`src/rtl/isq_pkg.sv`:
```
// Package for the indexed sorted priority queue: constants, codes and the cell control struct.
package isq_pkg;
  localparam int MAX_ENTRIES_DEF = 64;
  localparam int KEY_BITS_DEF    = 16;
  localparam int IDX_BITS        = 6;
  localparam int IN_KEY_BITS     = 16;
  localparam int CNT_BITS        = 7;
  localparam int ERR_BITS        = 3;

  localparam logic [1:0] FN_INSERT = 2'd0;
  localparam logic [1:0] FN_POP    = 2'd1;
  localparam logic [1:0] FN_CHANGE = 2'd2;
  localparam logic [1:0] FN_DELETE = 2'd3;

  localparam logic [ERR_BITS-1:0] ERR_OK      = 3'd0;
  localparam logic [ERR_BITS-1:0] ERR_FULL    = 3'd1;
  localparam logic [ERR_BITS-1:0] ERR_EMPTY   = 3'd2;
  localparam logic [ERR_BITS-1:0] ERR_ABSENT  = 3'd3;
  localparam logic [ERR_BITS-1:0] ERR_PRESENT = 3'd4;

  // Broadcast command to every cell.
  typedef struct packed {
    logic                remove;  // take the entry with idx out, close the gap
    logic                insert;  // place idx/key at its sorted position
    logic                tie;     // on insert, equal keys behind the last removed slot go behind
    logic                pop;     // drop the tail entry
    logic [IDX_BITS-1:0] idx;
  } cell_cmd_t;
endpackage

```
`src/rtl/isq_cell.sv`:
```
// One cell of the sorted chain: holds one entry and shifts with its neighbors.
module isq_cell #(
  parameter int KEY_BITS = isq_pkg::KEY_BITS_DEF
) (
  input  logic                        clk,
  input  logic                        rst_n,
  input  isq_pkg::cell_cmd_t          cmd,
  input  logic [KEY_BITS-1:0]         new_key,
  // Neighbor toward the front (lower position); prev_hit means a hit at or before it.
  input  logic                        prev_valid,
  input  logic                        prev_hit,
  input  logic                        prev_gt,
  input  logic [isq_pkg::IDX_BITS-1:0] prev_idx,
  input  logic [KEY_BITS-1:0]         prev_key,
  // Neighbor toward the tail.
  input  logic                        next_valid,
  input  logic                        next_hit,
  input  logic [isq_pkg::IDX_BITS-1:0] next_idx,
  input  logic [KEY_BITS-1:0]         next_key,
  input  logic                        is_tail,
  output logic                        valid,
  output logic                        hit,
  output logic                        gt,
  output logic [isq_pkg::IDX_BITS-1:0] idx,
  output logic [KEY_BITS-1:0]         key
);
  logic                         valid_r, valid_nxt;
  logic                         moved_r, moved_nxt;
  logic [isq_pkg::IDX_BITS-1:0] idx_r, idx_nxt;
  logic [KEY_BITS-1:0]          key_r, key_nxt;

  assign valid = valid_r;
  assign idx   = idx_r;
  assign key   = key_r;
  assign hit   = valid_r && (idx_r == cmd.idx);
  // The new entry goes in front of this one: its key is strictly greater, or equal while
  // this cell lies at or behind the slot freed by the last remove.
  assign gt    = valid_r && ((key_r > new_key) ||
                             (cmd.tie && moved_r && (key_r == new_key)));

  always_comb begin
    valid_nxt = valid_r;
    moved_nxt = moved_r;
    idx_nxt   = idx_r;
    key_nxt   = key_r;
    if (cmd.remove) begin
      // Cells at or behind the removed entry take their back neighbor.
      moved_nxt = hit || prev_hit;
      if (hit || prev_hit) begin
        valid_nxt = next_valid && !next_hit;
        idx_nxt   = next_idx;
        key_nxt   = next_key;
      end
    end else if (cmd.pop) begin
      if (is_tail) valid_nxt = 1'b0;
    end else if (cmd.insert) begin
      if (prev_gt) begin
        valid_nxt = prev_valid;
        idx_nxt   = prev_idx;
        key_nxt   = prev_key;
      end else if (prev_valid && (gt || !valid_r)) begin
        valid_nxt = 1'b1;
        idx_nxt   = cmd.idx;
        key_nxt   = new_key;
      end
    end
  end

  always_ff @(posedge clk) begin
    if (!rst_n) begin
      valid_r <= 1'b0;
    end else begin
      valid_r <= valid_nxt;
    end
    moved_r <= moved_nxt;
    idx_r   <= idx_nxt;
    key_r   <= key_nxt;
  end
endmodule

```
`config.mk`:
```
export PLATFORM = sky130hd
export DESIGN_NAME = isq_cell
export DESIGN_NICKNAME = d
export VERILOG_FILES = /design/src/rtl/isq_pkg.sv /design/src/rtl/isq_cell.sv
export SDC_FILE = /design/constraint.sdc
export NUM_CORES = 1
export LEC_CHECK = 0
export BUFFER_PORTS_ARGS = -buffer_cell sky130_fd_sc_hd__buf_2
export CORE_MARGIN = 2
export CORE_UTILIZATION = 47
export DETAILED_ROUTE_END_ITERATION = 12
export PLACE_DENSITY = 0.9
export SLEW_MARGIN = 15
export SYNTH_ARGS = -nofsm -noshare
export SYNTH_HDL_FRONTEND = slang
export SYNTH_SLANG_ARGS = --single-unit
```
`constraint.sdc`:
```
create_clock -name clk -period 7.81 [get_ports clk]
set_clock_uncertainty 0.05 [all_clocks]
set_input_delay 1.562 -clock clk [delete_from_list [all_inputs] [get_ports clk]]
set_output_delay 1.562 -clock clk [all_outputs]
set_load 0.1 [all_outputs]
```
==> results of run 1 <==
power by group:
part | internal (mW) | switching, mW
logic | 0.0424 | 0.110
clock network | 0.0364 | 0.0377
registers | 0.154 | 0.00538
total | 0.233 | 0.153
Yosys cell counts:
cell        n
nand3_1     2
inv_1      16
nor3_1      1
nor3b_1     1
dfxtp_1     1
nor2b_1     2
nor3_2      1
or2_2       1
and3_1      1
o21ai_0    27
nand2_1    30
xor2_1      6
buf_2       3
a21oi_1    10
clkbuf_1    5
nand4_1     2
and3_2      1
nand4b_1    1
nand3b_1    1
o221a_1     1
o211ai_1    2
mux2i_1    22
edfxtp_1   23
nor4_2      1
o21a_1      1
nor2_1      5
nand2b_1    2
a2111oi_0   1
ha_1       16
sequential cells by signal (all words and copies together) (netlist names):
name     flops
key         16
valid        1
moved_r      1
idx          6
metrics by stage:
step	total power, mW	setup WS [ns]	utilization, %	hold slack [ns]
4_1_cts	0.390	2.91	64.5	0.730
3_5_place_dp	0.316	2.93	63.3	0.711
3_3_place_gp	0.312	2.96	63.3	0.698
5_1_grt	0.409	2.74	64.5	0.768
2_1_floorplan	0.275	2.44	-	1.10
6_report	0.386	2.94	64.5	0.719
layout make-up:
class | count | area (um2) | share of cell area (%)
Clock buffer | 4 | 45.0 | 1.92
Inverter | 16 | 60.1 | 2.56
Tap cell | 48 | 60.1 | 2.56
Timing Repair Buffer | 103 | 518 | 22.1
Multi-Input combinational cell | 138 | 951 | 40.6
Sequential cell | 24 | 711 | 30.3
per-layer routing:
layer  GRT usage (%)  vias to the layer above  routed length [um]  part of all wire, %
met1            24.9                      758                1780                   43
met2            35.4                       55                2120                   51
li1                -                      858                   -                    -
met5               0                        -                   0                    0
met4            5.21                        0                  31                 0.75
met3            2.57                        4                 221                  5.3
cells by family after synthesis:
family,after synthesis
simple gates,52
compound gates,42
buf+inv,24
flops,24
mux,22
fa+ha+maj,16
xor+xnor,6
worst paths after layout:
| check | from | end | slack (ns) |
|---|---|---|---|
| setup / recovery | new_key[0] | gt | 2.94 |
| hold / removal | valid | valid | 0.72 |
| setup reg to reg | key[15] | key[14] | 5.48 |
| hold reg to reg | valid | valid | 0.72 |
cell usage in the layout (no fill, tap or decap), types with 2 or more instances in the layout:
cell type / synthesis / final
buf_2: 3 / 102
nand2_1: 30 / 30
o21ai_0: 27 / 27
edfxtp_1: 23 / 23
mux2i_1: 22 / 22
inv_1: 16 / 16
ha_1: 16 / 16
a21oi_1: 10 / 10
xor2_1: 6 / 6
nor2_1: 5 / 5
clkbuf_8: 0 / 3
nand2b_1: 2 / 2
nand4_1: 2 / 2
nand3_1: 2 / 2
nor2b_1: 2 / 2
o211ai_1: 2 / 2
worst max-delay path, delay by kind of cell:
kind	cells	cell delay [ns]
buf+inv	2	0.39
simple gates	4	0.54
fa+ha+maj	1	0.29
compound gates	1	0.47
==> metrics.md, run 1 <==
| Metric | Value |
|---|---|
| Synth Area in XOR/XNOR | 2.99% |
| Final Max Slew Viols | 0 |
| Gr ovfl total | 0 |
| Fin Setup TNS | 0 ns |
| Fin. Hold Viols | 0 |
| Routed len/inst | approximately 12 um |
| FMAX | between 200 and 250 MHz |
| Cts bufs inserted | 3 |
| Layout area overhead | 33.6% |
| Adder-cell share of the synthesized area | between 10% and 20% |
| Antenna diodes | 0 |
| I/O Buffers | 102 |
| 1st-iter DRT viols | 54 |
| Setup crit end kind | output pin |
| Mapped Nets | between 200 and 300 |
| Largest net degree at the start of global routing | 50 |
| Die width | 65.1 um |
| Final wirelength | roughly 4.2 mm |
| Initial Utilization | between 40 and 50% |
| Reg2reg path depth | 7 |
| Critical path cell sequence | buf_2 -> ha_1 -> nand2b_1 -> a2111oi_0 -> nand4b_1 -> and3_1 -> nor2_1 -> buf_2 |
| Unrepaired setup endpoints after global routing | false |
| Share of cells above drive strength 1 | between 30% and 40% |
| Worst hold path type | flop to flop |
| Min Tclk post-route | around 4.9 ns |
| Clk Latency, worst-skew pair | roughly 0.26 ns |
| CTS clk-pin slew, worst paths | about 0.080 ns |
| DRC Markers | 0 |
| Synth warnings | 0 |
| Nets | 380 |
| WP data required | slightly above 6 ns |
| Routability cong. | between 0.7 and 0.8 |
| Syn Std Cell Area | approximately 0.0018 mm2 |
| Post-Synthesis Cells | 186 |
| Max Cap Viol | 0 |
| Post-synth top area share | roughly two fifths |
| First-pass GRT wire length | between 6 and 7 mm |
| Root Driver | clkbuf_8 |
| Post-CTS Resized | 0 |
| Cell Pwr Density | 165 mW/mm2 |
| Top cell by count, worst path | buf_2 |
| CTS Hold Buffers Added | 0 |
| Netlist cell types | 29 |
| Slowest stage cell, crit path | a2111oi_0 |
| Placed Cells incl. Taps | 329 |
| Synth area leader | edfxtp_1 |
| Count of final setup violators | 0 |
| Via density | about 5 |
| Maximum net fanout on the critical path | 2 |
| Post-synthesis mux area share | about an eighth |
| # IOs | approximately 100 |
| Area after DPL | approximately 0.0023 mm2 |
| Placeable Area | 0.00363 mm2 |
| Largest stage delay, worst path | about 0.47 ns |
| Max VDD drop | approximately 0.09 mV |
| Post-CTS Repair Setup Buffers | 0 |
| Drt pass-1 iters | 4 |
| Worst-Margin Slew | 0.725 ns |
| Max Root-Sink Buffers | 2 |
| Avg Cell Area, Syn | between 9 and 10 um2 |
| Slew HR | between 50% and 60% |
| Fillers | between 300 and 400 |
| Via Count | roughly 1700 |
| Fin cells | about 330 |
| ANT nets after route | 0 |
| Initial antenna violation count | 0 |
| Simple-Gate Fraction of Synth Area | 14.3% |
| Register area share after synthesis | between 40% and 50% |
| Row count | 22 |
| Crit Path Class | input pin to output pin |
| Type of origin of the critical path | input pin |
| Vias in the first global route | 1569 |
| Largest family of logic cells by synthesized area | simple AND/OR/NAND/NOR gates |
| Die area | between 0.004 and 0.005 mm2 |
| Final instance area | between 0.002 and 0.0025 mm2 |
| Complex-gate fraction of the synthesized area | 13.0% |
| Worst Hold Path Cells | 3 |
| Count of state elements after synthesis | 24 |
| Total GRT Usage | between 10% and 20% |
| Run status | completed |
| Dpl hpwl | roughly 3.3 mm |
| Die Span Y | between 60 and 70 um |
| WP data arrival | between 3 and 4 ns |
| CTS tree | yes |
| Synth area leaders | edfxtp_1, mux2i_1, ha_1 |
| Sink Count | 24 |
| Leak | between 1 and 1.5 nW |
| Fin crit share | between 60% and 70% |
| H-Tree Depth | 1 |
Note: power is estimated with default switching activity, not from simulation.
==> inputs of run 2 (changes only) <==
Settings changed: CORE_UTILIZATION 47 to 40, PLACE_DENSITY 0.9 to 0.82.
Clock period 7.81 ns to 4.3 ns, I/O delays scaled along.
==> run 2 against run 1 <==
  * Largest power group unchanged
  * Global-route usage fell by 2.7 points
  * Sequential cell count stayed put
  * Sequential share of layout area shrank 0.19 points
  * First-iteration DRC count up 26%
  * Combinational power up 80%
  * Clock-buffer cell count did not move
  * Via count decreased by 0.78%
  * Final cell count rose by 1.2%
  * Total power up 86%
  * Cell area increased by 0.64%
  * Hold slack got worse by 0.0011 ns
==> metrics.md, run 2 (same netlist as run 1, synthesis figures left out) <==
| Metric | Value |
|---|---|
| Run status | completed |
| H-Tree Depth | 1 (unchanged) |
| Routability cong. | 0.781 (+2.4%) |
| ANT nets after route | 0 (unchanged) |
| Row count | 24 (+9.1%) |
| Cell family with most CP delay | simple AND/OR/NAND/NOR gates |
| Slowest stage cell, crit path | buf_2 |
| Share of cells above drive strength 1 | 38.9% (+0.35 points) |
| Unrepaired setup endpoints after global routing | false |
| Final Max Slew Viols | 0 (unchanged) |
| Fin crit share | 80.5% |
| 1st-iter DRT viols | 68 (+26%) |
| Fillers | 398 (+19%) |
| CTS Hold Buffers Added | 0 (unchanged) |
| Sink Count | 24 (unchanged) |
| Post-CTS Resized | 0 (unchanged) |
| WP data arrival | 2.55 ns (-0.71 ns) |
| Slew HR | 51.4% (-0.22 points) |
| Max VDD drop | 0.139 mV (+57%) |
| Die width | 70.2 um (+7.9%) |
| Setup crit end kind | output pin |
| Maximum net fanout on the critical path | 3 (+1) |
| Largest net degree at the start of global routing | 50 (unchanged) |
| # IOs | 103 (unchanged) |
| Critical path cell sequence | buf_2 -> inv_1 -> ha_1 -> nand4_1 -> nor3_2 -> a21oi_1 -> and3_1 -> nor2_1 -> buf_2 |
| Via Count | 1662 (-0.78%) |
| Nets | 380 (unchanged) |
| FMAX | 289 MHz |
| Type of origin of the critical path | input pin |
| Die area | 0.00493 mm2 (+16%) |
| Final wirelength | 4.17 mm (+0.39%) |
| Root Driver | clkbuf_8 |
| Sequential Area | 711 um2 (unchanged) |
| Drt pass-1 iters | 4 (unchanged) |
| Post-CTS Repair Setup Buffers | 0 (unchanged) |
| Initial Utilization | 40.9% (-7.4 points) |
| Max Cap Viol | 0 (unchanged) |
| Multi-input gate area | 951 um2 (unchanged) |
| Leak | 1.20 nW (+0.51%) |
| Vias in the first global route | 1585 (+1.0%) |
| Die Span Y | 70.2 um (+7.9%) |
| Max reg flops | 16 (unchanged) |
| Worst-Margin Slew | 0.729 ns (+0.00333 ns) |
| Fin. Hold Viols | 0 (unchanged) |
| First-pass GRT wire length | 6.78 mm (+3.8%) |
| Via density | 4.93 (-2.0%) |
| Clk Latency, worst-skew pair | 0.26 ns (about the same) |
| DRC Markers | 0 (unchanged) |
| Min Tclk post-route | roughly 3.5 ns |
| Placeable Area | 0.00429 mm2 (+18%) |
| Routed len/inst | 12.4 um (-0.81%) |
| CTS tree | yes |
| I/O Buffers | 102 (unchanged) |
| Worst path bufs/invs | 3 (+1) |
| Largest stage delay, worst path | 0.44 ns (-0.03 ns) |
| Max Root-Sink Buffers | 2 (unchanged) |
| Fin Setup TNS | 0 ns (unchanged) |
| Most frequent cells in the layout | buf_2, nand2_1, o21ai_0, edfxtp_1, mux2i_1 |
| Cell Pwr Density | 305 mW/mm2 (+85%) |
| Total GRT Usage | 16.9% (-2.7 points) |
| Fin cells | 337 (+1.2%) |
| Placed Cells incl. Taps | 333 (+1.2%) |
| Count of final setup violators | 0 (unchanged) |
| Dpl hpwl | 3.33 mm (+0.31%) |
| Top cell by count, worst path | buf_2 |
| Commonest non-fill, non-tap cell in the layout | buf_2 |
| WP data required | 3.39 ns (-2.81 ns) |
| Cts bufs inserted | 3 (unchanged) |
| Antenna diodes | 0 (unchanged) |
| Layout area overhead | 34.4% |
| Initial antenna violation count | 0 (unchanged) |
| Gr ovfl total | 0 (unchanged) |
| Crit Path Class | input pin to output pin |
| CTS clk-pin slew, worst paths | 0.08 ns (about the same) |
| Worst hold path type | flop to flop |
run 2: cell counts in the layout (fill, tap and decap cells not counted):
Identical to the previous run, type by type.
run 2: final cells by class:
| cell class | instances | share of cell area, % |
|---|---|---|
| timing repair buffer | 103 | 22.0 |
| inverter | 16 | 2.55 |
| sequential | 24 | 30.1 |
| tap | 52 | 2.76 |
| multi-input combinational | 138 | 40.3 |
| clock buffer | 4 | 2.33 |
run 2: power breakdown:
| group | total, mW | internal [mW] | switching (mW) |
|---|---|---|---|
| Sequential | 0.290 | 0.280 | 0.00975 |
| Combinational | 0.276 | 0.0770 | 0.199 |
| Clock | 0.154 | 0.0817 | 0.0727 |
| Total | 0.720 | 0.439 | 0.281 |
run 2: path summary, 6_finish.rpt:
| check | start | to | slack [ns] | cells past startpoint |
|---|---|---|---|---|
| worst max register to register | key[14] | idx[4] | 1.98 | 7 |
| worst min-delay path | valid | valid | 0.72 | 3 |
| worst max-delay path | new_key[15] | gt | 0.84 | 9 |
| worst min register to register | valid | valid | 0.72 | 3 |
run 2: tightest hold or removal path, cell delays in order, from the launching register on:
cell,delay (ns)
dfxtp_1,0.37
o211ai_1,0.11
a21oi_1,0.08
o21a_1,0.18
run 2: stage by stage:
step	instance area (um2)	util [%]	hold slack [ns]	worst slack (ns)	total power [mW]
after floorplan	1760	-	0.922	0.257	0.499
after global placement	2300	53.7	0.692	0.886	0.568
after detailed placement	2300	53.7	0.698	0.841	0.573
after CTS	2360	55.0	0.714	0.833	0.727
after global routing	2360	55.0	0.739	0.756	0.757
final	2360	55.0	0.718	0.841	0.720
run 2: per-layer routing:
layer  global-route usage (%)  wire [um]
met5                        0          0
met4                     3.21         19
met3                     3.32        255
met2                     31.7       2150
met1                     20.0       1750
==> inputs of run 3 (changes only) <==
Clock period 4.3 ns to 3 ns, I/O delays scaled along.
==> run 3 against run 2 <==
  * Largest power group unchanged
  * Core utilization increased by 0.99 points
  * Sequential cell count unchanged
  * Critical path depth decreased by 1
  * Cell area increased by 1.8%
  * First-iteration DRC count decreased by 8.8%
  * Hold slack got worse by 0.21 ns
  * Total power increased by 41%
  * Die area unchanged
  * Global-route usage increased by 0.62 points
  * Sequential power increased by 44%
  * Sequential share of layout area decreased by 0.53 points
==> metrics.md, run 3 (same netlist as run 1, synthesis figures left out) <==
| Metric | Value |
|---|---|
| Share of cells above drive strength 1 | 39.9% (+0.98 points) |
| Fillers | 418 (+5.0%) |
| Crit Path Class | input pin to output pin |
| Routed len/inst | 12.7 um (+2.8%) |
| Layout area overhead | 36.8% |
| Worst hold path type | input pin to flop |
| Multi-input gate area | 966 um2 (+1.6%) |
| Cell Pwr Density | 422 mW/mm2 (+39%) |
| Hold slack | 0.511 ns (-0.208 ns) |
| Max Root-Sink Buffers | 2 (unchanged) |
| CTS tree | yes |
| 1st-iter DRT viols | 62 (-8.8%) |
| Count of final setup violators | 0 (unchanged) |
| Worst r2r src | key[15] |
| Dpl hpwl | 3.53 mm (+6.1%) |
| WP data required | 2.35 ns (-1.04 ns) |
| Clk Latency, worst-skew pair | 0.26 ns (about the same) |
| Crit path depth | 8 (-1) |
| Sequential Power Share | 41.1% (+0.8 points) |
| ANT nets after route | 0 (unchanged) |
| Hold_sp | rst_n |
| RR Endpoint | idx[1] |
| Clock power share | 19.1% (-2.3 points) |
| Vias in the first global route | 1606 (+1.3%) |
| Final core utilization | 55.9% (+0.99 points) |
| Leak | 1.21 nW (+1.0%) |
| Unrepaired setup endpoints after global routing | false |
| CTS Hold Buffers Added | 0 (unchanged) |
| Routability cong. | 0.801 (+2.5%) |
| I/O Buffers | 102 (unchanged) |
| Antenna diodes | 0 (unchanged) |
| Row count | 24 (unchanged) |
| Final wirelength | 4.33 mm (+3.7%) |
| Max reg flops | 16 (unchanged) |
| Drt pass-1 iters | 4 (unchanged) |
| Maximum net fanout on the critical path | 2 (-1) |
| Cts bufs inserted | 3 (unchanged) |
| Nets | 383 (+0.79%) |
| Initial antenna violation count | 0 (unchanged) |
| Total GRT Usage | 17.6% (+0.62 points) |
| Reg2reg path depth | 7 (unchanged) |
| Logic pwr share | 39.8% (+1.5 points) |
| Min Tclk post-route | between 2 and 3 ns |
| Net Sw Frac | 40.0% (+0.92 points) |
| FMAX | approximately 360 MHz |
| H-Tree Depth | 1 (unchanged) |
| Placeable Area | 0.00429 mm2 (unchanged) |
| Setup crit end kind | output pin |
| Sequential Area | 711 um2 (unchanged) |
| Final Max Slew Viols | 0 (unchanged) |
| Slew HR | 67.4% (+16 points) |
| Worst-Margin Slew | 0.493 ns (-0.236 ns) |
| Worst Hold Path Cells | 2 (-1) |
| DRC Markers | 0 (unchanged) |
| WP data arrival | 2.11 ns (-0.44 ns) |
| Largest net degree at the start of global routing | 49 (-2.0%) |
| Fin. Hold Viols | 0 (unchanged) |
| Most frequent cells in the layout | buf_2, nand2_1, o21ai_0, edfxtp_1, mux2i_1 |
| Commonest non-fill, non-tap cell in the layout | buf_2 |
| Sink Count | 24 (unchanged) |
| Fin crit share | between 90% and 100% |
| Post-CTS Resized | 0 (unchanged) |
| Via Count | 1724 (+3.7%) |
| Max Cap Viol | 0 (unchanged) |
| Fin Setup TNS | 0 ns (unchanged) |
| Int Pwr | 609 uW (+39%) |
| Slowest stage cell, crit path | a2111oi_0 |
| First-pass GRT wire length | 6.96 mm (+2.6%) |
| Largest stage delay, worst path | 0.38 ns (-0.06 ns) |
| Initial Utilization | 40.9% (unchanged) |
| R2R Setup Slk | 0.71 ns (-1.27 ns) |
| CTS clk-pin slew, worst paths | 0.08 ns (about the same) |
| Max VDD drop | 0.204 mV (+47%) |
| Run status | completed |
| Hold Path End | valid |
| Die Span Y | 70.2 um (unchanged) |
| Type of origin of the critical path | input pin |
| Critical path cell sequence | buf_2 -> ha_1 -> nand2b_1 -> a2111oi_0 -> nand4b_1 -> and3_1 -> nor2_2 -> buf_12 |
| Post-CTS Repair Setup Buffers | 0 (unchanged) |
| Die width | 70.2 um (unchanged) |
| Gr ovfl total | 0 (unchanged) |
| # IOs | 103 (unchanged) |
| Via density | 5.07 (+2.8%) |
| Cell family with most CP delay | simple AND/OR/NAND/NOR gates |
| Root Driver | clkbuf_8 |
| Psw | 406 uW (+44%) |
| Die area | 0.00493 mm2 (unchanged) |
| Worst path bufs/invs | 2 (-1) |
[run 3: how the worst max path moves through the flow]
stage / from / endpoint
after floorplan: key[0] / idx[0]
after global placement: new_key[0] / gt
after detailed placement: new_key[0] / gt
after CTS: new_key[0] / gt
after global routing: new_key[0] / gt
final: new_key[0] / gt
[run 3: worst reg2reg max path, cell delays in order (launching register included)]
cell and delay (ns):
edfxtp_1 0.44, ha_4 0.30, nand4_1 0.13, nor3_2 0.24
a21oi_1 0.11, and3_1 0.22, o211ai_1 0.20, buf_4 0.30
[run 3: layout make-up]
cell class                 instances  area share, %
tap                               52           2.71
sequential                        24           29.6
timing repair buffer             106           23.1
inverter                          16           2.50
multi-input combinational        138           40.2
clock buffer                       3           1.72
clock inverter                     1          0.156
[run 3: power by group through the flow]
stage | logic, mW | registers [mW] | clock network, mW
floorplan | 0.122 | 0.595 | 0
global placement | 0.399 | 0.423 | 0
detailed placement | 0.407 | 0.424 | 0
CTS | 0.407 | 0.417 | 0.202
global route | 0.435 | 0.420 | 0.216
finish | 0.404 | 0.417 | 0.194
[run 3: per-layer routing]
metal	wire length [um]	global-route usage [%]	vias to the layer above
met5	0	0	-
met4	28	5.13	0
met3	280	3.46	4
met2	2160	30.4	67
met1	1850	22.1	780
li1	-	-	873
[run 3: through the flow]
stage | std cells | power [mW] | area, um2 | setup WS, ns
finish | 340 | 1.01 | 2400 | 0.239
global route | 340 | 1.07 | 2400 | 0.175
global placement | 336 | 0.822 | 2360 | 0.279
floorplan | 186 | 0.718 | 1770 | -0.392
CTS | 340 | 1.03 | 2400 | 0.280
detailed placement | 336 | 0.831 | 2360 | 0.298
